<file path="config.mk">
export PLATFORM = sky130hd
export DESIGN_NAME = frd_cordic_stage
export DESIGN_NICKNAME = d
export VERILOG_FILES = /design/src/hdl/frd_pkg.sv /design/src/hdl/frd_cordic_stage.sv
export SDC_FILE = /design/constraint.sdc
export NUM_CORES = 1
export LEC_CHECK = 0
export BUFFER_PORTS_ARGS = -buffer_cell sky130_fd_sc_hd__buf_2
export CAP_MARGIN = 15
export CORE_ASPECT_RATIO = 0.5
export CORE_MARGIN = 2
export CORE_UTILIZATION = 35
export DETAILED_ROUTE_END_ITERATION = 16
export GPL_TIMING_DRIVEN = 0
export PLACE_DENSITY_LB_ADDON = 0.12
export SLEW_MARGIN = 20
export SYNTH_ARGS = -nofsm -noshare
export SYNTH_HDL_FRONTEND = slang
export SYNTH_SLANG_ARGS = --single-unit
export TNS_END_PERCENT = 100
</file>
<file path="constraint.sdc">
create_clock -name clk_i -period 2.7 [get_ports clk_i]
set_input_delay 0.135 -clock clk_i [delete_from_list [all_inputs] [get_ports clk_i]]
set_output_delay 0.135 -clock clk_i [all_outputs]
set_load 0.02 [all_outputs]
</file>
<file path="src/hdl/frd_pkg.sv">
// Package for the Faraday rotation derotator: widths, CORDIC constants and
// the arctangent table. No dependencies.
package frd_pkg;

  localparam int unsigned PixelBitsDef = 24;
  localparam int unsigned AngleBitsDef = 20;
  localparam int unsigned CordicSteps  = 30;

  localparam logic [31:0] InvGainQ30 = 32'd652032874;
  localparam logic [63:0] InvPiQ64   = 64'h517CC1B727220A95;

  function automatic logic signed [33:0] atan_turn(input int unsigned idx);
    logic signed [33:0] r;
    case (idx)
      0: r = 34'sd536870912;  1: r = 34'sd316933406;  2: r = 34'sd167458907;
      3: r = 34'sd85004756;   4: r = 34'sd42667331;   5: r = 34'sd21354465;
      6: r = 34'sd10679838;   7: r = 34'sd5340245;    8: r = 34'sd2670163;
      9: r = 34'sd1335087;    10: r = 34'sd667544;    11: r = 34'sd333772;
      12: r = 34'sd166886;    13: r = 34'sd83443;     14: r = 34'sd41722;
      15: r = 34'sd20861;     16: r = 34'sd10430;     17: r = 34'sd5215;
      18: r = 34'sd2608;      19: r = 34'sd1304;      20: r = 34'sd652;
      21: r = 34'sd326;       22: r = 34'sd163;       23: r = 34'sd81;
      24: r = 34'sd41;        25: r = 34'sd20;        26: r = 34'sd10;
      27: r = 34'sd5;         28: r = 34'sd3;         29: r = 34'sd1;
      default: r = 34'sd0;
    endcase
    return r;
  endfunction

endpackage

</file>
<file path="src/hdl/frd_cordic_stage.sv">
// One rotation-mode CORDIC iteration, registered, with stall enable.
// Depends on frd_pkg.
module frd_cordic_stage #(
  parameter int unsigned Step = 0
) (
  input  logic                clk_i,
  input  logic                en_i,
  input  logic signed [33:0]  x_i,
  input  logic signed [33:0]  y_i,
  input  logic signed [33:0]  z_i,
  output logic signed [33:0]  x_o,
  output logic signed [33:0]  y_o,
  output logic signed [33:0]  z_o
);
  import frd_pkg::*;
  logic signed [33:0] x_d, y_d, z_d, x_q, y_q, z_q;

  always_comb begin
    if (!z_i[33]) begin
      x_d = x_i - (y_i >>> Step);
      y_d = y_i + (x_i >>> Step);
      z_d = z_i - atan_turn(Step);
    end else begin
      x_d = x_i + (y_i >>> Step);
      y_d = y_i - (x_i >>> Step);
      z_d = z_i + atan_turn(Step);
    end
  end

  always_ff @(posedge clk_i) begin
    if (en_i) begin
      x_q <= x_d;
      y_q <= y_d;
      z_q <= z_d;
    end
  end

  assign x_o = x_q;
  assign y_o = y_q;
  assign z_o = z_q;
endmodule
</file>
## Yosys cells after proc, flatten, opt, wreduce, memory -nomap -nowiden

Index checks and enable logic that the tools add are counted.

- Bits in registers: 102
- Output and inout port bits: 102
- Logic and storage cells: 11
- Input port bits: 104

- Add/subtract/negate cells: 5
- Muxes and demuxes: 3

Operators by type and width:

| operator | count |
|---|---|
| $mux 34 | 3 |
| $sub 34x34->34 | 2 |
| $add 34x31->34 const B | 1 |
| $add 34x34->34 | 1 |
| $sub 34x31->34 const B | 1 |

## Depth between registers and ports, before layout

Gate-level depths: netlist (run 1).

- Word-level depth: 2
- Gate-level depth with buffers: 12
- Gate-level depth less buffers: 12

## Worst setup path after synthesis (run 1)

Ideal clock, no wire load.

- Path kind: input -> register
- From: input port x_i[15]
- To: register x_q[30], in the netlist x_o[30], data pin
- Arrival time: 2205 ps
- Data required time: 2431 ps
- Setup time: 269 ps
- Slack: 226 ps
- Cell stages on the path: 11
- Buffers on the path: 0
- Cells stage by stage: inv_1 > ha_1 > or3_4 > nor4_4 > o2111ai_2 > nand3_2 > o211ai_4 > o311ai_4 > a311oi_2 > a2bb2oi_2 > xor2_1

- Longest elaborated chain between the ends: 2
- Elaborated cells between the ends (all ways): 3
- Classes of those cells: add/sub (2); mux (1)

Ends and longest elaborated chain:

| element | RTL line | RTL |
|---|---|---|
| start, declared | frd_cordic_stage.sv:8 | `input logic signed [33:0] x_i,` |
| $sub 34x34->34 or $add 34x34->34 (tied branches) | frd_cordic_stage.sv:20, frd_cordic_stage.sv:24 |  |
| $mux 34 * | frd_cordic_stage.sv:19 | `if (!z_i[33]) begin` |
| via x_d[30] | frd_cordic_stage.sv:16 | `logic signed [33:0] x_d, y_d, z_d, x_q, y_q, z_q;` |
| end signal, assigned | frd_cordic_stage.sv:32 | `x_q <= x_d;` |
| end, declared | frd_cordic_stage.sv:16 |  |

The timed path passes the listed nets; every way through them passes the cells marked *.
A chain may end at the register's enable or synchronous reset.

## Worst setup path after layout (run 1)

- From: input port y_i[14]
- To: register x_q[30], in the netlist x_o[30], data pin

- Longest elaborated chain between the ends: 2
- Elaborated cells between the ends (all ways): 3
- Classes of those cells: add/sub (2); mux (1)

Ends and longest elaborated chain:

| element | RTL line | RTL |
|---|---|---|
| start, declared | frd_cordic_stage.sv:9 | `input logic signed [33:0] y_i,` |
| $sub 34x34->34 or $add 34x34->34 (tied branches) | frd_cordic_stage.sv:20, frd_cordic_stage.sv:24 |  |
| $mux 34 * | frd_cordic_stage.sv:19 |  |
| via x_d[30] | frd_cordic_stage.sv:16 |  |

Marks and branches as above.

==> results.cfg, run 1 <==
[outcome]
status = finished, violations left
violations = setup timing

[synthesis]
synth_cells = 1002
ys_seq_elements = 101
avgSynthCellArea_um2 = 8.934
synth_edf_count = 101
synthesis.nets = 1213
synthArstFlopShare_pct = 0
yosysWarnings = 0
synth.distinct_cells = 80
yosysSeqAreaShare_pct = 33.88
synth-main-ff-cell = edfxtp_1
syn_area_mm2 = 0.008952

[setup_path]
startpoint_type = input port
crit_required_ns = 2.82
critical-path-max-stage-delay_ns = 0.42
worstPathMaxFanout = 4
crit_path_end_kind = register
timing.critical_path.slowest_stage_cell = or3_4
cp_num_cells = 12
path_cells = buf_8 -> ha_4 -> or3_4 -> nor4_4 -> o2111ai_2 -> nand3_2 -> o211ai_4 -> o311ai_4 -> a311oi_2 -> buf_4 -> a2bb2oi_2 -> xor2_1
path_class = input port to register
path_delay_family = compound AO/OA/AOI/OAI gates
critPathBufInv = 2
arrival_ns = 2.85

[route]
drt_iter0_drc = 701
drtPass1Iterations = 5
ant_nets = 0
wl_per_cell_um = 19.64
avgViaCountPerCell = 5.314
route.detailed.drc = 0
vias = 8539
wirelength_um = 31570

[layout]
final.fill_count = 2545
post-route-cell-area_mm2 = 0.01142
antenna_cells = 0
nets = 1469
final_util_pct = 45.36
drive_above_1_share_pct = 24.70
regArea_mm2 = 0.003033
final_common_cell = buf_2
most-common-layout-cells = buf_2 (210), a21oi_1 (115), inv_1 (105)
syn_to_final_growth_pct = 27.62
multi_input_area_mm2 = 0.005542

[grt]
use_met2_pct = 34.50
first_global_vias = 7870
grt.busiest_layer = met2
grt_pass1_wl_um = 46400
grt.total_usage_pct = 22.90
use_met3_pct = 4.772
antenna_found_initial = 0
grt-ovfl-total = 0
grt_max_degree = 65
met1_usage_pct = 33.78

[worst_hold_path]
hold_depth = 2
hold_class = input port to register

[timing]
setup_viol = 1
rsz0062_at_grt = yes
final_max_slew_viol_count = 0
hold_viol_final = 0
final.min_clock_period_ns = 2.733
min_period_over_period_pct = 101.2
slew_headroom_pct = 26.80
fin_ws_ns = -0.03286
timing.fmax_mhz = 365.9
tightest_slew_ns = 1.098
fin_setup_tns_ns = -0.03286

[placed_design]
gp_congestion = 0.9385
io_buffers = 205
place_hpwl_um = 25210
placed_area_mm2 = 0.01044

[clock_network]
clkTransAtPathRegs_ns = 0.08
htreeDepth = 3
cts.sinks = 101
clock-root-buffer = clkbuf_16
clk_path_buf_depth = 2
numCtsBuffers = 9
cts_tree = done

[flow_run]
cap_viol_max_count = 0

[floorplanning]
die_x_um = 230.2
fp.dieH_um = 117.1
initial_core_util_pct = 35.54
placementRows = 41
core_area_mm2 = 0.02519
io_pins = 206
die-area_mm2 = 0.02695

[power_and_ir_drop]
p_per_area_mw_per_mm2 = 503.8
power.leakage_nw = 5.007
ir_drop_mv = 0.3404
==> cell usage after synthesis, types with 11 or more instances <==
library cell	n	area [um2]
edfxtp_1	101	3033
nand3_1	25	125.1
nor2b_1	12	75.07
buf_2	11	55.05
a21oi_1	117	585.6
nor3_1	19	95.09
nor2_1	79	296.5
xnor2_1	59	516.8
ha_1	103	1289
a21o_1	17	127.6
o21ai_0	76	380.4
o21bai_1	13	97.59
nand2_1	44	165.2
clkbuf_1	24	90.09
nand2b_1	16	100.1
inv_1	108	405.4
==> what timing repair did <==
action                                  4_1_cts  5_1_grt
endpoints found under the setup margin       14       20
gates cloned                                  0        0
gates resized for setup                       8       60
hold buffers                                 29        0
pin swaps                                     0       17
buffers inserted                              0       13
hold endpoints to repair                     29        0
==> cell families (layout without fill, tap and decap cells) <==
group	count (synthesis)	count (layout)	synth area share [%]
AO/OA/AOI/OAI	321	321	23.05
XOR/XNOR	68	68	6.653
adder cells (fa/ha/maj)	107	107	15.29
buffers and inverters	155	416	6.834
flip-flops	101	101	33.88
multiplexers	10	10	1.118
AND/OR/NAND/NOR	240	240	13.18
==> stage by stage <==
| stage | power, mW | cells | worst slack [ns] | hold WS [ns] |
|---|---|---|---|---|
| after floorplan | 3.502 | 1002 | 0.2259 | 0.2339 |
| after global placement | 4.268 | 1551 | -0.6850 | 0.3115 |
| after detailed placement | 4.272 | 1552 | -0.6888 | 0.3133 |
| after CTS | 5.704 | 1597 | 0.001676 | 0.01594 |
| after global routing | 6.065 | 1607 | -0.05526 | 0.03257 |
| final | 5.756 | 1607 | -0.03286 | 0.03921 |
==> worst paths after layout <==
check	startpoint	endpoint	slack, ns
worst max-delay path	y_i[14]	x_o[30]	-0.03
worst min-delay path	z_i[29]	z_o[29]	0.04
==> metal layers <==
layer  wire (um)  share of wire, %
met4         325               1.0
met1       15120                48
met3        2473               7.8
met2       13640                43
met5           0                 0
==> area by class of cell <==
type | instances | share of cell area [%]
Tap cell | 344 | 3.767
Multi-Input combinational cell | 746 | 48.51
Timing Repair Buffer | 248 | 13.01
Clock inverter | 7 | 0.7557
Inverter | 112 | 3.778
Sequential cell | 101 | 26.55
Buffer | 40 | 1.665
Clock buffer | 9 | 1.971
==> flip-flops by register name, indices dropped and copies added, names as in the netlist <==
name	cells
z_o	34
x_o	34
y_o	33
==> report_power, final <==
part           internal (mW)  leakage, nW  switching, mW
clock network          0.663        0.151          0.701
registers               2.02        0.988         0.0525
logic                  0.840         3.87           1.48
(Power assumes the default switching activity.)
==> run 2, diff against run 1 <==
- CORE_ASPECT_RATIO: 0.5 -> default
==> results.cfg, run 2 (synthesis gave the netlist of run 1 again) <==
[grt]
grt_max_degree = 72
grt_pass1_wl_um = 45560
grt.total_usage_pct = 21.99
first_global_vias = 8081
grt-ovfl-total = 0
antenna_found_initial = 0

[worst_hold_path]
whs_endpoint = z_o[29]
hold_class = input port to register
hold_depth = 2
hp-start = z_i[29]

[power_and_ir_drop]
p_comb_share_pct = 40.4
p_clk_share_pct = 23.4
power.leakage_nw = 5.062
internal_power_mw = 3.524
switching_share_pct = 38.67
switchingPower_mw = 2.221
seq_power_share_pct = 36.2
ir_drop_mv = 0.2730
p_per_area_mw_per_mm2 = 501.4

[placed_design]
place_hpwl_um = 23510
io_buffers = 205
gp_congestion = 0.9662
placed_area_mm2 = 0.01043

[setup_path]
arrival_ns = 2.75
startpoint_type = input port
crit_path_end_kind = register
worstPathMaxFanout = 10
crit_required_ns = 2.80
path_class = input port to register

[timing]
rsz0062_at_grt = yes
final_max_slew_viol_count = 0
whs_ns = 0.04080
setup_viol = 0
min_period_over_period_pct = 98.41
timing.fmax_mhz = 376.4
final.min_clock_period_ns = 2.657
slew_headroom_pct = 28.67
fin_setup_tns_ns = 0
tightest_slew_ns = 1.070
hold_viol_final = 0

[clock_network]
clock-root-buffer = clkbuf_16
clk_path_buf_depth = 2
cts.sinks = 101
numCtsBuffers = 9
htreeDepth = 3
cts_tree = done
clkTransAtPathRegs_ns = 0.08

[layout]
final_util_pct = 45.50
final.fill_count = 2529
syn_to_final_growth_pct = 27.99
drive_above_1_share_pct = 25.63
post-route-cell-area_mm2 = 0.01146
antenna_cells = 0
nets = 1479
most-common-layout-cells = buf_2 (208), a21oi_1 (111), inv_1 (105)
final_common_cell = buf_2

[route]
drtPass1Iterations = 5
route.detailed.drc = 0
wl_per_cell_um = 18.84
avgViaCountPerCell = 5.277
wirelength_um = 30180
drt_iter0_drc = 690
vias = 8454
ant_nets = 0

[floorplanning]
core_area_mm2 = 0.02518
initial_core_util_pct = 35.55
die-area_mm2 = 0.02687
die_x_um = 163.9
io_pins = 206
placementRows = 58
fp.dieH_um = 163.9

[flow_run]
cap_viol_max_count = 0

[outcome]
status = finished, final reports clean
==> run 2: what timing repair did <==
action,CTS,global route
endpoints found under the setup margin,10,21
pin swaps,1,21
hold buffers,29,0
gates cloned,0,0
endpoints found under the hold margin,29,0
resized for setup,6,69
setup buffers,2,20
==> run 2: area by class of cell <==
class	count	area [um2]	area share (%)
plain buffers	41	191.4	1.671
clock buffers	9	225.2	1.965
clock inverters	6	56.30	0.4914
inverters	112	431.7	3.767
multi-input cells	746	5558	48.50
flip-flops and latches	101	3033	26.47
well taps	330	412.9	3.603
repair buffers	257	1550	13.53
==> run 2: layer usage <==
layer  GRT usage, %  up-vias  part of all wire, %
li1               -     4095                    -
met4          5.383        0                  1.7
met2          34.95      352                   44
met1          30.60     3972                   46
met5              0        -                    0
met3          4.470       35                  7.6
==> run 2: worst max path at each step <==
stage,startpoint,to
5_1_grt,x_i[15],x_o[30]
2_1_floorplan,x_i[15],x_o[30]
6_report,x_i[14],x_o[31]
3_5_place_dp,x_i[9],y_o[22]
4_1_cts,x_i[12],x_o[31]
3_3_place_gp,x_i[9],y_o[22]
==> run 2: critical path, stage by stage <==
cell and delay (ns):
buf_6 0.10, inv_4 0.04, ha_4 0.19, buf_4 0.13
buf_4 0.17, a21oi_1 0.28, o21ai_0 0.25, a221oi_1 0.43
o221ai_2 0.22, a221o_1 0.34, a21oi_1 0.17, a21oi_1 0.09
xor2_1 0.20
==> run 2: power groups by stage <==
stage	sequential, mW	combinational (mW)	clock, mW
finish	2.08	2.32	1.35
global route	2.10	2.52	1.44
CTS	2.08	2.19	1.39
detailed placement	2.11	2.13	0
global placement	2.12	2.13	0
floorplan	2.41	1.09	0
==> run 2: metrics by stage <==
stage	power, mW	std cells	worst slack [ns]
2_1_floorplan	3.502	1002	0.2259
3_3_place_gp	4.246	1537	-0.5855
3_5_place_dp	4.248	1538	-0.6034
4_1_cts	5.660	1584	0.002099
5_1_grt	6.060	1602	-0.05191
6_report	5.745	1602	0.04295
==> run 3, diff against run 2 <==
- CTS_BUF_LIST: default -> sky130_fd_sc_hd__clkbuf_8 sky130_fd_sc_hd__clkbuf_16
- clock period: 2.7 -> 3 ns (I/O delays scaled with it)
==> results.cfg, run 3 (synthesis gave the netlist of run 1 again) <==
[route]
vias = 8382
drtPass1Iterations = 5
wl_per_cell_um = 18.86
route.detailed.drc = 0
wirelength_um = 29850
ant_nets = 0
avgViaCountPerCell = 5.295
drt_iter0_drc = 701

[floorplanning]
core_area_mm2 = 0.02518
io_pins = 206
die-area_mm2 = 0.02687
initial_core_util_pct = 35.55
die_x_um = 163.9
placementRows = 58
fp.dieH_um = 163.9

[timing]
tightest_slew_ns = 1.040
final.min_clock_period_ns = 2.824
fin_ws_ns = 0.1758
rsz0062_at_grt = no
setup_viol = 0
hold_viol_final = 0
final_max_slew_viol_count = 0
min_period_over_period_pct = 94.14
slew_headroom_pct = 30.64
timing.fmax_mhz = 354.1

[layout]
most-common-layout-cells = buf_2 (215), a21oi_1 (117), inv_1 (108)
stdcell_count = 1583
nets = 1460
drive_above_1_share_pct = 21.07
syn_to_final_growth_pct = 23.23
antenna_cells = 0
final_common_cell = buf_2

[power_and_ir_drop]
switchingPower_mw = 1.959
seq_power_share_pct = 36.9
p_comb_share_pct = 39.1
p_clk_share_pct = 24.0
p_per_area_mw_per_mm2 = 459.0
ir_drop_mv = 0.2455
switching_share_pct = 38.70
internal_power_mw = 3.104
power.leakage_nw = 4.868

[clock_network]
cts_tree = done
clkTransAtPathRegs_ns = 0.08
clk_path_buf_depth = 2
clock-root-buffer = clkbuf_16
cts.sinks = 101
htreeDepth = 3
numCtsBuffers = 9

[placed_design]
gp_congestion = 0.9662
dp_cells = 1538
place_hpwl_um = 23510
pre_cts_ws_ns = -0.3184
io_buffers = 205

[grt]
first_global_vias = 8075
grt.total_usage_pct = 21.96
antenna_found_initial = 0
grt_pass1_wl_um = 45480
grt_max_degree = 72
grt-ovfl-total = 0

[setup_path]
startpoint_type = input port
worstPathMaxFanout = 7
crit_required_ns = 3.11
path_class = input port to register
arrival_ns = 2.93
crit_path_end_kind = register

[worst_hold_path]
hold_depth = 2
whs_endpoint = z_o[29]
hp-start = z_i[29]
hold_class = input port to register

[outcome]
status = finished, final reports clean

[flow_run]
cap_viol_max_count = 0
-- run 3: cell type report --
type / count / area (um2)
clock inverter: 6 / 56.30
buffer: 43 / 191.4
tap: 330 / 412.9
fill: 2570 / 14150
multi-input combinational: 746 / 5335
clock buffer: 9 / 225.2
inverter: 112 / 420.4
timing repair buffer: 236 / 1358
sequential: 101 / 3033
-- run 3: per-stage QoR --
step | power [mW] | hold slack, ns | instance area, um2 | TNS, ns | utilization, %
after floorplan | 3.152 | 0.2489 | 8952 | 0 | -
after global placement | 3.822 | 0.3266 | 10390 | -2.126 | 41.27
after detailed placement | 3.823 | 0.3284 | 10430 | -2.144 | 41.40
after CTS | 5.082 | 0.05204 | 11000 | 0 | 43.67
after global routing | 5.346 | 0.07127 | 11030 | 0 | 43.81
final | 5.064 | 0.05758 | 11030 | 0 | 43.81
-- run 3: layer usage --
metal | routed length, um | part of all wire, % | global-route usage [%]
met1 | 13740 | 46 | 30.54
met2 | 13120 | 44 | 34.89
met3 | 2501 | 8.4 | 4.545
met4 | 488 | 1.6 | 5.343
met5 | 0 | 0 | 0
-- run 3: worst max-delay path by stage --
stage,end,cells past startpoint,slack [ns],start
final,y_o[32],12,0.18,x_i[15]
after global placement,y_o[22],13,-0.30,x_i[9]
after CTS,y_o[22],13,0.05,x_i[9]
after floorplan,x_o[30],11,0.51,x_i[15]
after detailed placement,y_o[22],13,-0.32,x_i[9]
after global routing,y_o[33],13,0.02,x_i[22]
-- run 3: worst max-delay path: stages --
cell and delay (ns):
buf_2 0.10, inv_1 0.05, ha_1 0.40, or3_4 0.48
nor4_4 0.21, o2111ai_2 0.24, nand3_2 0.19, o211ai_4 0.12
a31oi_1 0.46, a21oi_1 0.17, o22ai_1 0.26, xnor2_1 0.11
-- run 3: timing repair --
action | CTS | global route
hold endpoints to repair | 29 | 0
hold buffers | 29 | 0
endpoints found under the setup margin | 0 | 8
resized for setup | 0 | 4
buffers inserted | 0 | 1
-- run 3: power by group through the flow --
stage          logic, mW  clock network (mW)  registers [mW]
6_report            1.98                1.21            1.87
5_1_grt             2.16                1.30            1.89
4_1_cts             1.96                1.25            1.87
3_5_place_dp        1.92                   0            1.90
3_3_place_gp        1.92                   0            1.90
2_1_floorplan      0.983                   0            2.17
